--- config.mk ---
export PLATFORM = sky130hd
export DESIGN_NAME = ttsw_front
export DESIGN_NICKNAME = d
export VERILOG_FILES = /design/src/sv/tiled_texture_span_walker_defines.svh /design/src/sv/ttsw_pkg.sv /design/src/sv/ttsw_front.sv
export SDC_FILE = /design/constraint.sdc
export NUM_CORES = 1
export LEC_CHECK = 0
export BUFFER_PORTS_ARGS = -buffer_cell sky130_fd_sc_hd__buf_4
export CORE_AREA = 2 2 101 103
export DETAILED_ROUTE_END_ITERATION = 10
export DIE_AREA = 0 0 103 105
export PLACE_DENSITY_LB_ADDON = 0.25
export SLEW_MARGIN = 20
export SYNTH_ARGS = -nofsm -noshare
export SYNTH_HDL_FRONTEND = slang
export SYNTH_SLANG_ARGS = --single-unit
--- constraint.sdc ---
create_clock -name vclk -period 0.8
set_input_delay 0.12 -clock vclk [all_inputs]
set_output_delay 0.12 -clock vclk [all_outputs]
set_load 0.03 [all_outputs]
--- src/sv/tiled_texture_span_walker_defines.svh ---
// ----------------------------------------------------------------------------
// Assertion macros for the tiled texture span walker
// Define NO_ASSERTIONS to compile every check to nothing.
// ----------------------------------------------------------------------------
`ifndef TILED_TEXTURE_SPAN_WALKER_DEFINES_SVH
`define TILED_TEXTURE_SPAN_WALKER_DEFINES_SVH

`ifndef NO_ASSERTIONS

// Condition must never hold outside reset
`define TTSW_ASSERT_NEVER(label, clk, rst, cond, msg) \
  label: assert property (@(posedge clk) disable iff (rst) !(cond)) else $error(msg);

// Antecedent implies consequent in the same cycle
`define TTSW_ASSERT_IMPLY(label, clk, rst, ante, cons, msg) \
  label: assert property (@(posedge clk) disable iff (rst) (ante) |-> (cons)) else $error(msg);

// Antecedent implies consequent in the next cycle
`define TTSW_ASSERT_NEXT(label, clk, rst, ante, cons, msg) \
  label: assert property (@(posedge clk) disable iff (rst) (ante) |=> (cons)) else $error(msg);

`else

`define TTSW_ASSERT_NEVER(label, clk, rst, cond, msg)
`define TTSW_ASSERT_IMPLY(label, clk, rst, ante, cons, msg)
`define TTSW_ASSERT_NEXT(label, clk, rst, ante, cons, msg)

`endif

`endif

--- src/sv/ttsw_pkg.sv ---
// ----------------------------------------------------------------------------
// ttsw_pkg
// Shared types and constants of the tiled texture span walker.
// ----------------------------------------------------------------------------
`timescale 1ns / 1ps
`default_nettype none

package ttsw_pkg;

  localparam int TEXTURE_WIDTH  = 256;
  localparam int SUBSPAN_LENGTH = 32;
  localparam int COUNT_W        = 6;
  localparam int ADDR_W         = 16;
  localparam int STORE_DEPTH    = 1 << ADDR_W;
  localparam int QUEUE_DEPTH    = 4;
  localparam int QPTR_W         = $clog2(QUEUE_DEPTH);

  localparam logic [31:0] LFSR_TAPS   = 32'hA300_0000;
  localparam logic [31:0] JITTER_MASK = 32'h00FF_00FF;
  localparam logic [31:0] LFSR_RESET  = 32'h0000_0001;

  typedef enum logic {
    OP_WRITE = 1'b0,
    OP_SPAN  = 1'b1
  } op_t;

  typedef enum logic {
    ST_IDLE = 1'b0,
    ST_WALK = 1'b1
  } state_t;

  // Input item
  typedef struct packed {
    logic               op;
    logic [15:0]        texel_address;
    logic [7:0]         texel_value;
    logic [31:0]        u_start;
    logic [31:0]        v_start;
    logic signed [31:0] u_step;
    logic signed [31:0] v_step;
    logic [5:0]         pixel_count;
  } in_t;

  // Result item
  typedef struct packed {
    logic [7:0] pixel;
    logic       last;
  } out_t;

  // Classified command passed from front to back
  typedef struct packed {
    op_t                kind;
    logic [ADDR_W-1:0]  addr;
    logic [7:0]         value;
    logic [31:0]        uv;
    logic [31:0]        duv;
    logic [COUNT_W-1:0] count;
  } cmd_t;

endpackage

`default_nettype wire

--- src/sv/ttsw_front.sv ---
// ----------------------------------------------------------------------------
// ttsw_front
// Accepts input items, packs span coordinates and clamps the pixel count.
// ----------------------------------------------------------------------------
`timescale 1ns / 1ps
`default_nettype none

module ttsw_front (
  input  wire logic       in_valid,
  output logic            in_ready,
  input  ttsw_pkg::in_t   in_data,
  output logic            push,
  output ttsw_pkg::cmd_t  push_cmd,
  input  wire logic       full
);
  import ttsw_pkg::*;

  logic               is_span;
  logic [COUNT_W-1:0] count_clamped;

  assign in_ready = !full;
  assign is_span  = (in_data.op == OP_SPAN);

  // Clamp the pixel count to the subspan length
  always_comb begin
    if (in_data.pixel_count > COUNT_W'(SUBSPAN_LENGTH)) begin
      count_clamped = COUNT_W'(SUBSPAN_LENGTH);
    end else begin
      count_clamped = in_data.pixel_count;
    end
  end

  // Build the command; pack u and v as [u 8.8 | v 8.8]
  always_comb begin
    push_cmd.kind  = is_span ? OP_SPAN : OP_WRITE;
    push_cmd.addr  = in_data.texel_address;
    push_cmd.value = in_data.texel_value;
    push_cmd.uv    = {in_data.u_start[23:8], in_data.v_start[23:8]};
    push_cmd.duv   = {in_data.u_step[23:8], in_data.v_step[23:8]};
    push_cmd.count = count_clamped;
  end

  // Drop empty spans at the door
  assign push = in_valid && !full && !(is_span && (count_clamped == '0));

endmodule

`default_nettype wire

==> metrics.txt <==
synth unique cells=9; sequential cell area fraction in the yosys report=0%; DR top layer=met4; Tightest Pin Transition=0.214 ns; clk_buf instances=0; gp weighted congestion=0.490; Hold/Removal Path Class=in2out; VDD IR-drop max=76.6 uV; die area=10800 sq um; status=finished with violations; most numerous cell in the Yosys netlist=buf_4; Layout Cells excl Fill=164; pwr/cell area=418 nW/um^2; share of layout cells above drive strength 1=77.4%; drt drc=0; CP Cell Sequence=buf_8, nor4b_4, a21oi_2, buf_6; Crit path required time=0.68 ns; yosys warns=0; Seq. cell area=0 sq um; Util after Layout=4.69%; Hold Violations, Final=0; max-slew violation count=0; dominant cells by area after synthesis=buf_4 (90%), and2b_1 (4.0%), nor4b_2 (2.0%); Die Y=105 um; IO buf count=18; DR iter-0 viols=1; initial antenna violation count=0; synth cell count leaders=buf_4 (89), and2b_1 (4); core area=9640 sq um; Leak=0.000160 uW; Die X=103 um; Final WS setup=-0.0383 ns; Max-slew headroom=85.6%; failing checks=negative setup slack; vias per cell=1.77; gr usage total=2.34%; gr ovfl total=0; pin count of the biggest net entering global routing=7; Initial Utilization=7.74%; Final Critical Period=0.838 ns; cell accounting for the most synthesized area=buf_4; final WL=1570 um; slowest cell on the critical path=nor4b_4; Final setup viols=1; flip-flop and latch count=0; Area growth, synth to finish=-39.4%; vias in the first global route=313; WL met2=580 um; Max-Cap Viols=0; Final Net Count=194; Synth Net Count=261; met3 wire length=520 um; WL per Instance=9.56 um; RSZ-0062 raised after global routing=true; vias post-DR=290; CP endpoint kind=primary output; setup tns final=-0.0383 ns; # hold bufs at CTS=0; crit start category=input port; post-synth top area share=89.6%; slowest stage delay, CP=0.27 ns; f_max=1190 MHz; Rows=36; cell area after synthesis=746 sq um; routed metal-1 wirelength=125 um; IO Pins=258; Worst Path Arrival=0.72 ns; Crit Path Class=in2out; first-pass GRT wire length=1840 um; 1st-pass router iterations=2; hold slack final=0.240 ns; Post-DRT Antenna Nets=0; syn_area_per_cell=7.46 sq um; crit path max fanout=2; Tcrit/Tclk final=105%; Placed Cells=164; n_diodes=0; post-synthesis cell count=100
cells in the final DEF, fill, tap and decap left out:
| cell | count |
|---|---|
| nor4b_4 | 1 |
| and2b_1 | 4 |
| nand2b_1 | 1 |
| buf_6 | 5 |
| inv_1 | 1 |
| buf_4 | 13 |
| buf_8 | 3 |
| and2b_2 | 1 |
| a21oi_2 | 1 |
| nor3_1 | 1 |
metal layers:
layer  up-vias  GRT usage, %
li1         75             -
met1        95         0.160
met2        74          3.11
met3        46          2.88
met4         0          5.55
met5         -             0
power breakdown:
part / switching (uW) / total (uW) / internal, uW / leakage (uW)
clock network: 0 / 0 / 0 / 0
logic: 87.1 / 189 / 102 / 0.000160
registers: 0 / 0 / 0 / 0
total: 87.1 / 189 / 102 / 0.000160
critical path, delay by kind of cell:
family,cells,cell delay [ns]
AOI/OAI and AO/OA,1,0.09
buffers and inverters,2,0.24
and+or+nand+nor,1,0.27
worst paths after layout:
kind                     from            to  cells past startpoint
setup / recovery   in_data[2]          push                      4
hold / removal    in_data[20]  push_cmd[12]                      0
through the flow:
stage                     setup slack (ns)  total power, uW  instance area [sq um]
after global routing               -0.0785              200                    452
final                              -0.0383              189                    452
after global placement              -0.100              166                    402
after detailed placement           -0.0954              165                    402
after CTS                          -0.0493              182                    433
after floorplan                     0.0896              901                    749
repair_timing:
action	CTS	global route
pin swaps	2	1
setup endpoints to repair	4	4
gates resized for setup	7	5
buffers inserted	0	0
cell families after synthesis:
kind of cell / synth area share, %
and+or+nand+nor: 8.72
AOI/OAI and AO/OA: 0.670
buffers and inverters: 90.6
final cells by class:
cell class                 instances  area (sq um)
fill                            1166          9190
inverter                           1          3.75
multi-input combinational          9          82.6
tap                              133           166
timing repair buffer              21           199
No activity file was read; power rests on OpenSTA's default activity.
