### src/sv/tiled_texture_span_walker_defines.svh
// ----------------------------------------------------------------------------
// Assertion macros for the tiled texture span walker
// Define NO_ASSERTIONS to compile every check to nothing.
// ----------------------------------------------------------------------------
`ifndef TILED_TEXTURE_SPAN_WALKER_DEFINES_SVH
`define TILED_TEXTURE_SPAN_WALKER_DEFINES_SVH

`ifndef NO_ASSERTIONS

// Condition must never hold outside reset
`define TTSW_ASSERT_NEVER(label, clk, rst, cond, msg) \
  label: assert property (@(posedge clk) disable iff (rst) !(cond)) else $error(msg);

// Antecedent implies consequent in the same cycle
`define TTSW_ASSERT_IMPLY(label, clk, rst, ante, cons, msg) \
  label: assert property (@(posedge clk) disable iff (rst) (ante) |-> (cons)) else $error(msg);

// Antecedent implies consequent in the next cycle
`define TTSW_ASSERT_NEXT(label, clk, rst, ante, cons, msg) \
  label: assert property (@(posedge clk) disable iff (rst) (ante) |=> (cons)) else $error(msg);

`else

`define TTSW_ASSERT_NEVER(label, clk, rst, cond, msg)
`define TTSW_ASSERT_IMPLY(label, clk, rst, ante, cons, msg)
`define TTSW_ASSERT_NEXT(label, clk, rst, ante, cons, msg)

`endif

`endif

### src/sv/ttsw_pkg.sv
// ----------------------------------------------------------------------------
// ttsw_pkg
// Shared types and constants of the tiled texture span walker.
// ----------------------------------------------------------------------------
`timescale 1ns / 1ps
`default_nettype none

package ttsw_pkg;

  localparam int TEXTURE_WIDTH  = 256;
  localparam int SUBSPAN_LENGTH = 32;
  localparam int COUNT_W        = 6;
  localparam int ADDR_W         = 16;
  localparam int STORE_DEPTH    = 1 << ADDR_W;
  localparam int QUEUE_DEPTH    = 4;
  localparam int QPTR_W         = $clog2(QUEUE_DEPTH);

  localparam logic [31:0] LFSR_TAPS   = 32'hA300_0000;
  localparam logic [31:0] JITTER_MASK = 32'h00FF_00FF;
  localparam logic [31:0] LFSR_RESET  = 32'h0000_0001;

  typedef enum logic {
    OP_WRITE = 1'b0,
    OP_SPAN  = 1'b1
  } op_t;

  typedef enum logic {
    ST_IDLE = 1'b0,
    ST_WALK = 1'b1
  } state_t;

  // Input item
  typedef struct packed {
    logic               op;
    logic [15:0]        texel_address;
    logic [7:0]         texel_value;
    logic [31:0]        u_start;
    logic [31:0]        v_start;
    logic signed [31:0] u_step;
    logic signed [31:0] v_step;
    logic [5:0]         pixel_count;
  } in_t;

  // Result item
  typedef struct packed {
    logic [7:0] pixel;
    logic       last;
  } out_t;

  // Classified command passed from front to back
  typedef struct packed {
    op_t                kind;
    logic [ADDR_W-1:0]  addr;
    logic [7:0]         value;
    logic [31:0]        uv;
    logic [31:0]        duv;
    logic [COUNT_W-1:0] count;
  } cmd_t;

endpackage

`default_nettype wire

### src/sv/ttsw_queue.sv
// ----------------------------------------------------------------------------
// ttsw_queue
// Small command FIFO that decouples the front from the back.
// ----------------------------------------------------------------------------
`timescale 1ns / 1ps
`default_nettype none
`include "tiled_texture_span_walker_defines.svh"

module ttsw_queue (
  input  wire logic          clk,
  input  wire logic          rst,
  input  wire logic          push,
  input  ttsw_pkg::cmd_t     push_cmd,
  output logic               full,
  input  wire logic          pop,
  output ttsw_pkg::cmd_t     head,
  output logic               empty
);
  import ttsw_pkg::*;

  cmd_t              entries [QUEUE_DEPTH];
  logic [QPTR_W-1:0] wr_ptr;
  logic [QPTR_W-1:0] rd_ptr;
  logic [QPTR_W:0]   count;

  assign full  = (count == (QPTR_W+1)'(QUEUE_DEPTH));
  assign empty = (count == '0);
  assign head  = entries[rd_ptr];

  // Store pushed commands
  always_ff @(posedge clk) begin
    if (push) begin
      entries[wr_ptr] <= push_cmd;
    end
  end

  // Advance pointers and occupancy
  always_ff @(posedge clk) begin
    if (rst) begin
      wr_ptr <= '0;
      rd_ptr <= '0;
      count  <= '0;
    end else begin
      if (push) begin
        wr_ptr <= wr_ptr + 1'b1;
      end
      if (pop) begin
        rd_ptr <= rd_ptr + 1'b1;
      end
      if (push && !pop) begin
        count <= count + 1'b1;
      end else if (pop && !push) begin
        count <= count - 1'b1;
      end
    end
  end

  `TTSW_ASSERT_NEVER(a_no_overflow, clk, rst, push && full, "queue push while full")
  `TTSW_ASSERT_NEVER(a_no_underflow, clk, rst, pop && empty, "queue pop while empty")
  `TTSW_ASSERT_NEVER(a_count_bound, clk, rst, count > (QPTR_W+1)'(QUEUE_DEPTH),
                     "queue count out of range")

endmodule

`default_nettype wire

### config.mk
export PLATFORM = sky130hd
export DESIGN_NAME = ttsw_queue
export DESIGN_NICKNAME = d
export VERILOG_FILES = /design/src/sv/ttsw_pkg.sv /design/src/sv/ttsw_queue.sv
export VERILOG_INCLUDE_DIRS = /design/src /design/src/sv
export SDC_FILE = /design/constraint.sdc
export NUM_CORES = 1
export LEC_CHECK = 0
export BUFFER_PORTS_ARGS = -buffer_cell sky130_fd_sc_hd__buf_2
export CORE_ASPECT_RATIO = 0.5
export CORE_MARGIN = 3
export CORE_UTILIZATION = 30
export DETAILED_ROUTE_END_ITERATION = 8
export GPL_TIMING_DRIVEN = 0
export SYNTH_ARGS = -nofsm -noshare
export SYNTH_HDL_FRONTEND = slang
export SYNTH_SLANG_ARGS = --single-unit
### constraint.sdc
create_clock -name clk -period 2.9 [get_ports clk]
set_input_delay 0.29 -clock clk [delete_from_list [all_inputs] [get_ports clk]]
set_output_delay 0.29 -clock clk [all_outputs]
set_load 0.005 [all_outputs]
==> results of run 1 <==
==> repair_timing <==
action	in CTS	in global routing
hold buffers	94	0
setup endpoints to repair	0	0
endpoints found under the hold margin	376	0
==> cells in the final DEF (no fill, tap or decap), types with 3 or more instances in the layout <==
| cell type | n |
|---|---|
| sky130_fd_sc_hd__mux4_2 | 95 |
| sky130_fd_sc_hd__edfxtp_1 | 380 |
| sky130_fd_sc_hd__dlygate4sd3_1 | 94 |
| sky130_fd_sc_hd__clkinv_2 | 5 |
| sky130_fd_sc_hd__inv_1 | 4 |
| sky130_fd_sc_hd__nor2_1 | 7 |
| sky130_fd_sc_hd__clkbuf_1 | 16 |
| sky130_fd_sc_hd__ha_1 | 5 |
| sky130_fd_sc_hd__xor2_1 | 3 |
| sky130_fd_sc_hd__and2_4 | 4 |
| sky130_fd_sc_hd__clkinv_1 | 9 |
| sky130_fd_sc_hd__buf_16 | 6 |
| sky130_fd_sc_hd__buf_12 | 6 |
| sky130_fd_sc_hd__buf_2 | 205 |
| sky130_fd_sc_hd__dfxtp_1 | 9 |
| sky130_fd_sc_hd__clkbuf_16 | 39 |
==> registers in the layout (all words and copies together), names as in the netlist, named ones only <==
| register | count |
|---|---|
| entries | 380 |
| count | 3 |
| rd_ptr | 2 |
| wr_ptr | 2 |
==> critical path, stage by stage, from the launching register on <==
cell and delay [ps]:
sky130_fd_sc_hd__dfxtp_1 300, sky130_fd_sc_hd__buf_2 200, sky130_fd_sc_hd__buf_2 280, sky130_fd_sc_hd__buf_2 320, sky130_fd_sc_hd__mux4_2 380, sky130_fd_sc_hd__buf_2 150
==> metal layers <==
| layer | vias up | part of all wire, % |
|---|---|---|
| met5 | - | 0 |
| met2 | 99 | 58 |
| met4 | 0 | 2.5 |
| li1 | 3009 | - |
| met1 | 3513 | 36 |
| met3 | 45 | 3.3 |
==> worst paths after layout <==
kind | startpoint | end | slack [ps] | cells past startpoint
setup reg to reg | wr_ptr[1] | entries[1][92] | 950 | 4
hold reg to reg | count[2] | count[2] | 520 | 2
hold / removal | push_cmd[10] | entries[2][10] | 30 | 1
setup / recovery | flop | head[37] | 450 | 5
==> cell families after synthesis <==
kind of cell / share of synthesized area, %
compound gates: 0.0705
xor+xnor: 0.309
fa+ha+maj: 0.582
buf+inv: 1.55
flops: 81.7
mux: 15.2
simple gates: 0.521
==> final cells by class <==
| type | count | area (sq um) | share of cell area, % |
|---|---|---|---|
| well taps | 627 | 785 | 4.31 |
| inverters | 4 | 15.0 | 0.0826 |
| diodes | 2 | 5.00 | 0.0275 |
| clock inverters | 16 | 97.6 | 0.537 |
| repair buffers | 294 | 2080 | 11.4 |
| multi-input cells | 125 | 2380 | 13.1 |
| clock buffers | 51 | 1030 | 5.67 |
| flip-flops and latches | 389 | 11600 | 63.7 |
| plain buffers | 23 | 205 | 1.13 |
==> power by group through the flow <==
stage / Clock, uW / Combinational (uW) / Sequential, uW
after CTS: 4610 / 1320 / 6520
final: 4480 / 1270 / 6520
after detailed placement: 0 / 1200 / 6640
after global routing: 4850 / 1380 / 6540
after global placement: 0 / 1150 / 6640
after floorplan: 0 / 645 / 6630
==> metrics by stage <==
| step | setup WS, ps | std cells | instance area [sq um] |
|---|---|---|---|
| final | 449 | 1531 | 18200 |
| after global routing | 250 | 1530 | 18200 |
| after CTS | 331 | 1529 | 18200 |
| after detailed placement | 898 | 1368 | 16100 |
| after global placement | -229 | 1362 | 15900 |
| after floorplan | 743 | 541 | 14200 |
==> results.md, run 1 <==
Routing:
- Dividing the detail-routed via count by the number of cells gives approximately 4.4.
- The count of nets left with antenna violations once routing finished came out at 0.
- Before antenna repair, the detailed router went through 5 iterations.
- The post-detailed-route wirelength per cell is ~18 um.
- The DRC violation count after routing is 0.
- The DRC violation total after the first TritonRoute iteration is 270.
- Wires add up to roughly 28,000 um.
- The via count is ~6,700.

Final layout:
- The synthesis-to-layout area growth is 28.2%.
- Of the cells placed in the final design, the portion with a size suffix greater than 1 is a little over 40%.
- The total number of nets in the final design is between 900 and 1,000.
- Counting the fill cells in the layout gives 4,105.
- The post-route core utilization is 39.6%.

Global route:
- The number of global-route vias before repair came to 7,322.
- The first global-routing pass estimated approximately 44,000 um of wire.
- The met1 routing resource usage after global routing is roughly 12%.
- The global routing usage summed across all routing layers is 11.3%.
- The layer carrying the most global-route usage is met2.
- The initial antenna violation count is 1.
- After global routing the overflow that remains totals 0.
- The maximum number of pins on one net before global-route repair is 53.
- The met3 usage in global routing is ~1.9%.
- The met2 usage is 21.8%.

Clock network:
- The number of buffers inserted during clock tree synthesis is 38.
- The clock insertion delay at the later pin of the skew report is 510 ps.
- The worst-case clock buffer depth is 3.
- The clock tree from TritonCTS is done.
- The buffer cell driving the clock tree root is sky130_fd_sc_hd__clkbuf_16.
- CTS built an H-tree with a depth of 2.
- The buffers inserted during post-CTS setup optimization is 0.
- The clock-pin slew on the worst setup and hold paths is approximately 60 ps.
- For this design, the sink count on the clock tree is around 390.
- After clock tree synthesis, the repair step resized 0 gates.

Pwr:
- The portion of total power attributed to the clock network is ~37%.
- The power per standard cell area is just under 700 nW/um^2.
- The net load switching power is 2580 uW.
- The relative contribution of combinational cells to total power is between 10% and 20%.
- IR analysis of the VDD net gives a maximum drop of 0.367 mV.
- The cell-internal power is slightly below 10,000 uW.
- The sum of internal, switching and leakage power is roughly 12,000 uW.
- For this design the static power due to leakage is 0.00611 uW.
- Of the total power, registers draw 53.1%.
- Of the total power, the share spent switching nets is 21.0%.

Timing:
- The worst slew margin relative to its limit is between 40% and 50%.
- The tightest hold path in the finished design has a slack of ~27 ps.
- The max-slew violation count was 0.
- The smallest clock period supported by the final layout is computed as approximately 2500 ps.
- The upper clock frequency limit is between 0.4 and 0.5 GHz.
- The portion of the clock cycle consumed by the worst path in the final layout is 84.5%.
- The hold violation total from the final report is 0.
- Setup violations remaining at the end of the flow were counted as 0.
- Setup repair after global routing left no endpoint under its margin.
- The setup TNS is 0 ps.
- At the pin with the least slew margin, the transition time is 752 ps.
- Across the routed clock network, the largest skew measured is around 16 ps.

Run:
- Across the run, the number of max-cap violations was 0.

Critical path:
- The critical path class is flop to output pin.
- The kind of capture point of the worst setup path is an output pin.
- In this run the worst path has a maximum fanout of 10.
- STA puts the critical path data required time at 2610 ps.
- The worst setup path is launched from a flop.
- Data on the critical path arrives at its endpoint at between 2000 and 2500 ps.

Floorplanning:
- The full die area is between 50,000 and 60,000 sq um.
- The starting utilization of the core area is 30.9%.
- The overall die width is between 300 and 400 um.
- approximately 200 I/O pins were placed.
- The placeable core area is approximately 46,000 sq um.
- The floorplan has between 50 and 60 rows.
- The vertical die dimension is about 160 um.

Synth:
- Of all cell types, the one taking the most synthesized area is sky130_fd_sc_hd__edfxtp_1.
- The synthesized design contains between 300 and 400 register bits.
- After technology mapping, the gate count stands at around 540.
- The net count after synthesis is around 650.
- Of all flip-flops after synthesis, the portion carrying an async set or reset was 0%.
- Yosys attributes the largest share of cell area to sky130_fd_sc_hd__edfxtp_1, sky130_fd_sc_hd__mux4_2, sky130_fd_sc_hd__dfxtp_1.
- The number of warnings issued by yosys is 0.
- A synthesized cell averages about 26 sq um.
- The combined area of all synthesized cells is ~14,000 sq um.
- Sorting the synthesized cells by how often they occur yields sky130_fd_sc_hd__edfxtp_1, sky130_fd_sc_hd__mux4_2, sky130_fd_sc_hd__buf_2, sky130_fd_sc_hd__dfxtp_1, sky130_fd_sc_hd__nor2_1.
- The area share of the largest cell type after synthesis is 80.5%.
- Among all cell types in the netlist, the one instantiated most often is sky130_fd_sc_hd__edfxtp_1.
- The share of the Yosys chip area taken by registers is between 80% and 90%.
- Yosys mapped a number of flops with a built-in enable equal to 380.
- After synthesis, the netlist uses 21 different library cells.
- In the synthesized netlist the dominant register cell turns out to be sky130_fd_sc_hd__edfxtp_1.

Placed design:
- At the end of routability-driven placement, the weighted congestion stood at 0.696.
- The total half-perimeter wirelength after legalization and detailed placement is 17,700 um.
- Buffers placed on the I/O ports in this run total between 150 and 200.

Status:
- The flow ran to the end, and the final reports show no timing, DRC or antenna violations.

Worst hold path:
- The worst hold path belongs to the class input port to flop.
Note: power is estimated with default switching activity, not from simulation.
==> inputs of run 2 (changes only) <==
Settings changed: ABC_AREA from default to 1.
Clock period 2.9 ns to 2.04 ns, I/O delays scaled along.
==> run 2 against run 1 <==
The flow now finishes with violations (negative setup slack). Worst setup slack got worse by 450 ps. Worst hold slack about the same. Routed wire length rose by 38%. Critical path depth increased by 2. Synthesized cell count increased by 80%. Final cell count is 31% higher. Utilization is 2.2 points higher. Clock power up 57%. First-iteration DRC count increased to 3.1 times the previous value. Critical path type unchanged. Largest cell class unchanged. Largest power group unchanged.
==> results.md, run 2 <==
Clock network:
- The buffer cell driving the clock tree root is sky130_fd_sc_hd__clkbuf_16.
- The worst-case clock buffer depth was 3 (unchanged).
- TritonCTS built the clock tree.
- The number of buffers inserted during clock tree synthesis came to 39 (+2.6%).
- The count of H-tree levels built during CTS was 2 (unchanged).
- The clock sink count is 389 (unchanged).
- The clock insertion delay at the later pin of the skew report was 530 ps (+20 ps).
- The clock-pin slew on the worst setup and hold paths came to 60 ps (about the same).

Critical path:
- The data required time at the worst endpoint was 1840 ps (-770 ps).
- The cell repeated most along the worst path is sky130_fd_sc_hd__buf_12.
- The arrival time reported for the critical path endpoint came to 1840 ps (-320 ps).
- The critical path class is flop to output pin.
- The signal on the critical path passes through buf_12, inv_16, buf_16, buf_12, nor2_1, o22ai_2, buf_2.
- The highest fanout seen on the critical path is 10 (unchanged).
- The kind of capture point of the worst setup path is an output pin.
- The slowest stage of the critical path is the sky130_fd_sc_hd__dfxtp_4 cell.
- The buffering stage count on the worst path with inverters included is 5 (+1).
- The critical path's largest stage delay came to 370 ps (about the same).
- Among cell families on the critical path, the largest total delay comes from buffers and inverters.
- The nature of the critical path startpoint is a flop.

Final layout:
- In the final layout, the registers with the most flip-flops are entries (380), count (3).
- The post-route core utilization is 41.8% (+2.2 points).
- The top cell types in the final layout, fill and taps aside, are sky130_fd_sc_hd__edfxtp_1, sky130_fd_sc_hd__buf_2, sky130_fd_sc_hd__nor2_1.
- The number of filler cells placed in the layout is 4,262 (+3.8%).
- Leaving out fill and tap cells, the most frequent cell in the layout is sky130_fd_sc_hd__edfxtp_1.
- The area occupied by multi-input gates was 2830 sq um (+19%).
- Counting flops per register, the top entry is entries.
- The flip-flop count of the largest register, all copies and words added is 380 (unchanged).
- The fraction of layout instances using a drive strength above 1 is 31.0% (-9.4 points).
- The synthesis-to-layout area growth is 36.4%.
- The total number of nets in the final design is 1,436 (+47%).
- The flip-flop and latch area came to 11,600 sq um (about the same).

Timing:
- The final count of negative-setup-slack endpoints is 3 (+3).
- The post-route minimum period is a little over 2000 ps.
- The hold violation total from the final report is 0 (unchanged).
- The clock skew after layout was 12.3 ps (-3.46 ps).
- The final worst setup slack was -4.90 ps (-453 ps).
- The portion of the clock cycle consumed by the worst path in the final layout is 100%.
- Setup repair after global routing could not meet its margin everywhere.
- For this run, the top clock speed supported by timing is ~0.49 GHz.
- The worst hold margin is 27.8 ps (+0.401 ps).
- The max-slew violation count was 0 (unchanged).
- The actual transition at the worst max-transition pin is 558 ps (-195 ps).
- The setup TNS is -7.97 ps (-7.97 ps).
- The worst slew margin relative to its limit came to 62.7% (+13 points).

Floorplanning:
- The placeable core area is 47,300 sq um (+3.0%).
- The count of standard-cell rows came to 56 (+1.8%).
- The full die area came to 51,200 sq um (+2.3%).
- The starting utilization of the core area was 30.7% (-0.21 points).
- The count of pins on the block boundary is 196 (unchanged).
- The vertical die dimension came to 162 um (+1.1%).
- The overall die width is 317 um (+1.1%).

Status:
- The checks that failed: negative setup slack.
- The run finished, with violations left.

Global route:
- The number of global-route vias before repair is 9,501 (+30%).
- The maximum number of pins on one net before global-route repair is 37 (-30%).
- The first-pass GRT wire length is 56,900 um (+30%).
- The overall overflow remaining after global route is 0 (unchanged).
- The initial antenna violation count is 1 (unchanged).
- The global routing usage summed across all routing layers is 14.5% (+3.2 points).

Pwr:
- The power per standard cell area was 931 nW/um^2 (+38%).
- The largest voltage drop on the vdd net is 0.525 mV (+43%).
- The portion of total power attributed to the clock network is 38.2% (+1.7 points).
- The net load switching power is 4210 uW (+63%).
- The cell-internal power is 14,200 uW (+47%).
- The relative contribution of combinational cells to total power is 11.8% (+1.4 points).
- The switching part of the total is 22.8% (+1.8 points).
- The leakage power is 0.00695 uW (+14%).
- The sequential power share is 50.1% (-3.0 points).

Synth:
- The register bit count reported by yosys was 389 (unchanged).
- Among all cell types in the netlist, the one instantiated most often is sky130_fd_sc_hd__edfxtp_1.
- The combined area of all synthesized cells is 14,500 sq um (+2.3%).
- The area share of the largest cell type after synthesis was 78.6% (-1.8 points).
- The number of warnings issued by yosys is 0 (unchanged).
- The mean instance size in the synthesized netlist is 14.9 sq um (-43%).
- The post-synthesis cell type count is 23 (+9.5%).
- The fraction of registers with async set/reset is 0% (unchanged).
- In the synthesized netlist, the cells that appear most often are sky130_fd_sc_hd__edfxtp_1, sky130_fd_sc_hd__nor2_1, sky130_fd_sc_hd__o21ai_0, sky130_fd_sc_hd__o22ai_1, sky130_fd_sc_hd__buf_2.
- For this run, the leading register cell type out of synthesis is sky130_fd_sc_hd__edfxtp_1.
- The net count after synthesis was 1,081 (+67%).
- After synthesis, the cell types taking the most area are sky130_fd_sc_hd__edfxtp_1, sky130_fd_sc_hd__o21ai_0, sky130_fd_sc_hd__nor2_1.
- The number of enable flip-flop cells after synthesis is 380 (unchanged).
- Summed over all instances, the cell type with the most area after synthesis is sky130_fd_sc_hd__edfxtp_1.
- The sequential area share after synthesis is 79.9% (-1.9 points).
- The number of cells produced by synthesis is 976 (+80%).

Routing:
- The via density per instance is 4.80 (+10%).
- The iteration count of the initial detailed-routing pass came to 5 (unchanged).
- The DRC violation count after routing is 0 (unchanged).
- The via count is 9,600 (+44%).
- The final routed wirelength across all metal layers is 38,700 um (+38%).
- The number of nets with antenna violations after routing is 0 (unchanged).
- The post-detailed-route wirelength per cell is 19.4 um (+5.7%).
- The DRC violation total after the first TritonRoute iteration is 827 (+210%).

Placed design:
- The count of input and output buffers is 195 (+0.52%).
- The worst-case setup slack after placement is 154 ps (-744 ps).
- The total half-perimeter wirelength after legalization and detailed placement is 23,400 um (+33%).
- The final estimated routing congestion in global placement is 0.728 (+4.6%).

Worst hold path:
- The path type of the worst min-delay path is input port to flop.

Run:
- The max capacitance violation total is 0 (unchanged).
-- run 2: what timing repair did --
action | CTS | global route
gates resized for setup | 118 | 151
pin swaps | 15 | 49
hold endpoints to repair | 381 | 0
setup endpoints to repair | 95 | 92
hold buffers | 96 | 0
cloned | 3 | 7
buffers inserted | 1 | 0
-- run 2: cell families after synthesis --
logic type      after synthesis  synth area share (%)
compound gates              293                  10.9
xor+xnor                      1                0.0604
fa+ha+maj                     6                 0.569
buf+inv                      78                  3.12
flops                       389                  79.9
simple gates                209                  5.45
-- run 2: worst register-to-register path: cells and delay by family, from the launching register on --
kind | cells | cell delay [ps]
buf+inv | 4 | 1020
simple gates | 1 | 70
fa+ha+maj | 1 | 180
flops | 1 | 350
-- run 2: metal layers --
metal	wire length (um)	share of wire [%]	track usage, %
met5	0	0	0
met4	1240	3.2	4.68
met3	1740	4.5	1.95
met2	20600	53	26.4
met1	15200	39	17.7
-- run 2: final timing paths --
kind	startpoint	to	slack, ps	cells past startpoint
worst max-delay path	flop	head[38]	-5	7
worst min-delay path	pop	flop	30	4
worst max register to register	wr_ptr[0]	entries[0][50]	140	6
worst min register to register	rd_ptr[1]	flop	450	1
-- run 2: per-stage QoR --
stage / instances / area, sq um / total power (uW)
after floorplan: 976 / 14500 / 10200
after global placement: 1809 / 16300 / 11000
after detailed placement: 1821 / 16600 / 11100
after CTS: 1991 / 19200 / 18300
after global routing: 1999 / 19800 / 19100
final: 1999 / 19800 / 18400
-- run 2: power by group through the flow --
stage / Combinational (uW) / Sequential (uW) / Clock (uW)
final: 2160 / 9220 / 7030
after CTS: 2010 / 9220 / 7120
after global placement: 1610 / 9410 / 0
after floorplan: 793 / 9380 / 0
after global routing: 2330 / 9240 / 7480
after detailed placement: 1690 / 9380 / 0
-- run 2: area by class of cell --
type | instances | area share (%)
diodes | 1 | 0.0126
plain buffers | 61 | 3.86
clock buffers | 52 | 5.49
clock inverters | 18 | 0.860
inverters | 17 | 0.493
multi-input cells | 509 | 14.3
flip-flops and latches | 389 | 58.6
well taps | 638 | 4.03
repair buffers | 313 | 12.3
repair inverters | 1 | 0.0443
==> inputs of run 3 (changes only) <==
Settings changed: ABC_AREA 1 to default.
==> run 3 against run 2 <==
The flow still finishes with violations (negative setup slack). Flip-flop and latch count stayed put. Critical path depth is 2 lower. Fmax fell by 6.1%. Clock skew rose by 8.9 ps. Sequential power up 0.5%. Largest power group unchanged. Highest routed layer unchanged.
==> results.md, run 3 (synthesis gave the netlist of run 1 again) <==
Routing:
- The via density per instance was 4.39 (-8.6%).
- The post-detailed-route wirelength per cell is 19.6 um (+1.2%).
- The via count is 6,784 (-29%).
- The final routed wirelength across all metal layers came to 30,300 um (-22%).
- The iteration count of the initial detailed-routing pass is 5 (unchanged).
- The DRC violation total after the first TritonRoute iteration came to 406 (-51%).
- The DRC violation count after routing was 0 (unchanged).
- The number of nets with antenna violations after routing came to 0 (unchanged).

Critical path:
- The arrival time reported for the critical path endpoint is 1970 ps (+130 ps).
- The slack of the worst reg-to-reg path is 120 ps (-20 ps).
- The startpoint identified for the worst register-to-register timing path is wr_ptr[1].
- The highest fanout seen on the critical path is 7 (-3).
- The cell repeated most along the worst path is sky130_fd_sc_hd__buf_12.
- The worst register-to-register path ends at entries[1][31].
- The critical path's largest stage delay is 510 ps (+140 ps).
- The worst setup path is of the flop to output pin kind.
- The data required time at the worst endpoint is 1840 ps (about the same).
- The worst setup path is launched from a flop.
- The signal on the critical path passes through buf_12, buf_12, clkbuf_16, mux4_2, buf_2.
- In this run the worst setup path terminates at head[44].
- The number of cell instances on the worst register-to-register path is 5 (-1).
- STA classifies the critical path endpoint as an output pin.
- The largest individual stage delay along the critical path comes from the cell sky130_fd_sc_hd__mux4_2.

Final layout:
- More flip-flops sit in one register than any other, and that register is entries.
- Leaving out fill and tap cells, the most frequent cell in the layout is sky130_fd_sc_hd__edfxtp_1.
- The flip-flop count of the largest register, all copies and words added is 380 (unchanged).
- The post-route core utilization is 41.1% (-0.70 points).
- The largest registers in the layout are entries (380), count (3).
- The post-layout instance area is 18,900 sq um (-4.6%).
- The synthesis-to-layout area growth is 33.2%.
- The library cells used most frequently in the layout, excluding fill and tap cells, are sky130_fd_sc_hd__edfxtp_1, sky130_fd_sc_hd__buf_2, sky130_fd_sc_hd__mux4_2, sky130_fd_sc_hd__dlygate4sd3_1, sky130_fd_sc_hd__clkbuf_16.
- The total number of nets in the final design was 1,001 (-30%).
- The fraction of layout instances using a drive strength above 1 was 42.9% (+12 points).

Placed design:
- The count of input and output buffers is 194 (-0.51%).
- The total half-perimeter wirelength after legalization and detailed placement is 18,000 um (-23%).
- The standard cell area after detailed placement is 16,100 sq um (-2.9%).
- The worst-case setup slack after placement is -23.1 ps (-177 ps).
- The final estimated routing congestion in global placement is 0.690 (-5.2%).

Status:
- The checks that failed: negative setup slack.
- The run finished, with violations left.

Global route:
- The global routing usage summed across all routing layers is 11.8% (-2.7 points).
- The maximum number of pins on one net before global-route repair came to 54 (+46%).
- The overall overflow remaining after global route came to 0 (unchanged).
- The met3 usage in global routing came to 1.83% (-0.12 points).
- The initial antenna violation count is 1 (unchanged).
- The first-pass GRT wire length is 45,100 um (-21%).
- The met2 usage is 23.4% (-3.0 points).
- The layer carrying the most global-route usage is met2.
- The number of global-route vias before repair was 7,417 (-22%).
- The met1 routing resource usage after global routing is 12.8% (-4.9 points).

Floorplanning:
- The vertical die dimension is 160 um (-1.1%).
- The starting utilization of the core area is 30.9% (+0.21 points).
- The count of standard-cell rows is 55 (-1.8%).
- The overall die width is 313 um (-1.1%).
- The placeable core area is 45,900 sq um (-2.9%).
- The full die area is 50,100 sq um (-2.2%).
- The count of pins on the block boundary is 196 (unchanged).

Timing:
- The clock skew after layout is 21.2 ps (+8.90 ps).
- The final worst setup slack was -139 ps (-134 ps).
- The hold violation total from the final report is 0 (unchanged).
- The setup TNS is -7940 ps (-7930 ps).
- The max-slew violation count came to 0 (unchanged).
- The post-route minimum period is 2180 ps (+134 ps).
- The portion of the clock cycle consumed by the worst path in the final layout is 107% (+6.6 points).
- The actual transition at the worst max-transition pin was 861 ps (+304 ps).
- The final count of negative-setup-slack endpoints was 95 (+92).
- The worst slew margin relative to its limit is 42.6% (-20 points).
- The upper clock frequency limit is 0.459 GHz (-6.1%).
- Setup repair after global routing could not meet its margin everywhere.

Clock network:
- TritonCTS built the clock tree.
- The worst-case clock buffer depth is 3 (unchanged).
- The count of H-tree levels built during CTS is 2 (unchanged).
- The clock sink count came to 389 (unchanged).
- The clock insertion delay at the later pin of the skew report is 520 ps (about the same).
- CTS placed an instance of sky130_fd_sc_hd__clkbuf_16 at the clock tree root.
- The clock-pin slew on the worst setup and hold paths is 60 ps (about the same).
- The number of buffers inserted during clock tree synthesis is 38 (-2.6%).

Run:
- The max capacitance violation total came to 0 (unchanged).

Pwr:
- The power per standard cell area is 963 nW/um^2 (+3.5%).
- The largest voltage drop on the vdd net is 0.437 mV (-17%).
- The sum of internal, switching and leakage power is 18,200 uW (-1.3%).
- The leakage power is 0.00641 uW (-7.7%).

Worst hold path:
- The path type of the worst min-delay path is input port to flop.
## run 3: how the worst min path moves through the flow
stage | startpoint | cells after the start | slack (ps) | end
6_report | pop | 3 | 20 | rd_ptr[0]
4_1_cts | pop | 3 | 2 | flop
5_1_grt | pop | 3 | 40 | rd_ptr[0]
2_1_floorplan | push_cmd[0] | 0 | 300 | entries[0][0]
3_5_place_dp | push_cmd[58] | 1 | 420 | entries[1][58]
3_3_place_gp | push_cmd[65] | 1 | 410 | entries[2][65]
## run 3: area by class of cell
| type | instances | area, sq um |
|---|---|---|
| fillers | 3995 | 27000 |
| well taps | 627 | 785 |
| plain buffers | 22 | 303 |
| clock inverters | 17 | 159 |
| inverters | 4 | 15.0 |
| clock buffers | 45 | 1040 |
| multi-input cells | 128 | 2400 |
| flip-flops and latches | 389 | 11600 |
| diodes | 1 | 2.50 |
| repair buffers | 313 | 2580 |
## run 3: critical path: cells and delay by family (launching register included)
family,cells,cell delay [ps]
buffers and inverters,4,610
multiplexers,1,510
flip-flops,1,340
## run 3: repair_timing
item | CTS | global route
buffers inserted | 8 | 2
cloned | 6 | 8
endpoints found under the setup margin | 178 | 148
hold endpoints to repair | 380 | 0
hold buffers | 95 | 0
resized for setup | 49 | 37
## run 3: stage by stage
step	hold slack [ps]	instances
after floorplan	303	541
after global placement	413	1362
after detailed placement	419	1367
after CTS	1.54	1538
after global routing	38.3	1546
final	24.6	1546
## run 3: report_power, final
group | internal (uW) | switching (uW)
Clock | 4000 | 2760
Sequential | 9180 | 87.2
Combinational | 1200 | 965
Total | 14400 | 3810
## run 3: layer usage
metal | vias up | share of wire, %
met5 | - | 0
met1 | 3569 | 36
met3 | 49 | 3.7
met4 | 0 | 2.2
li1 | 3049 | -
met2 | 117 | 58
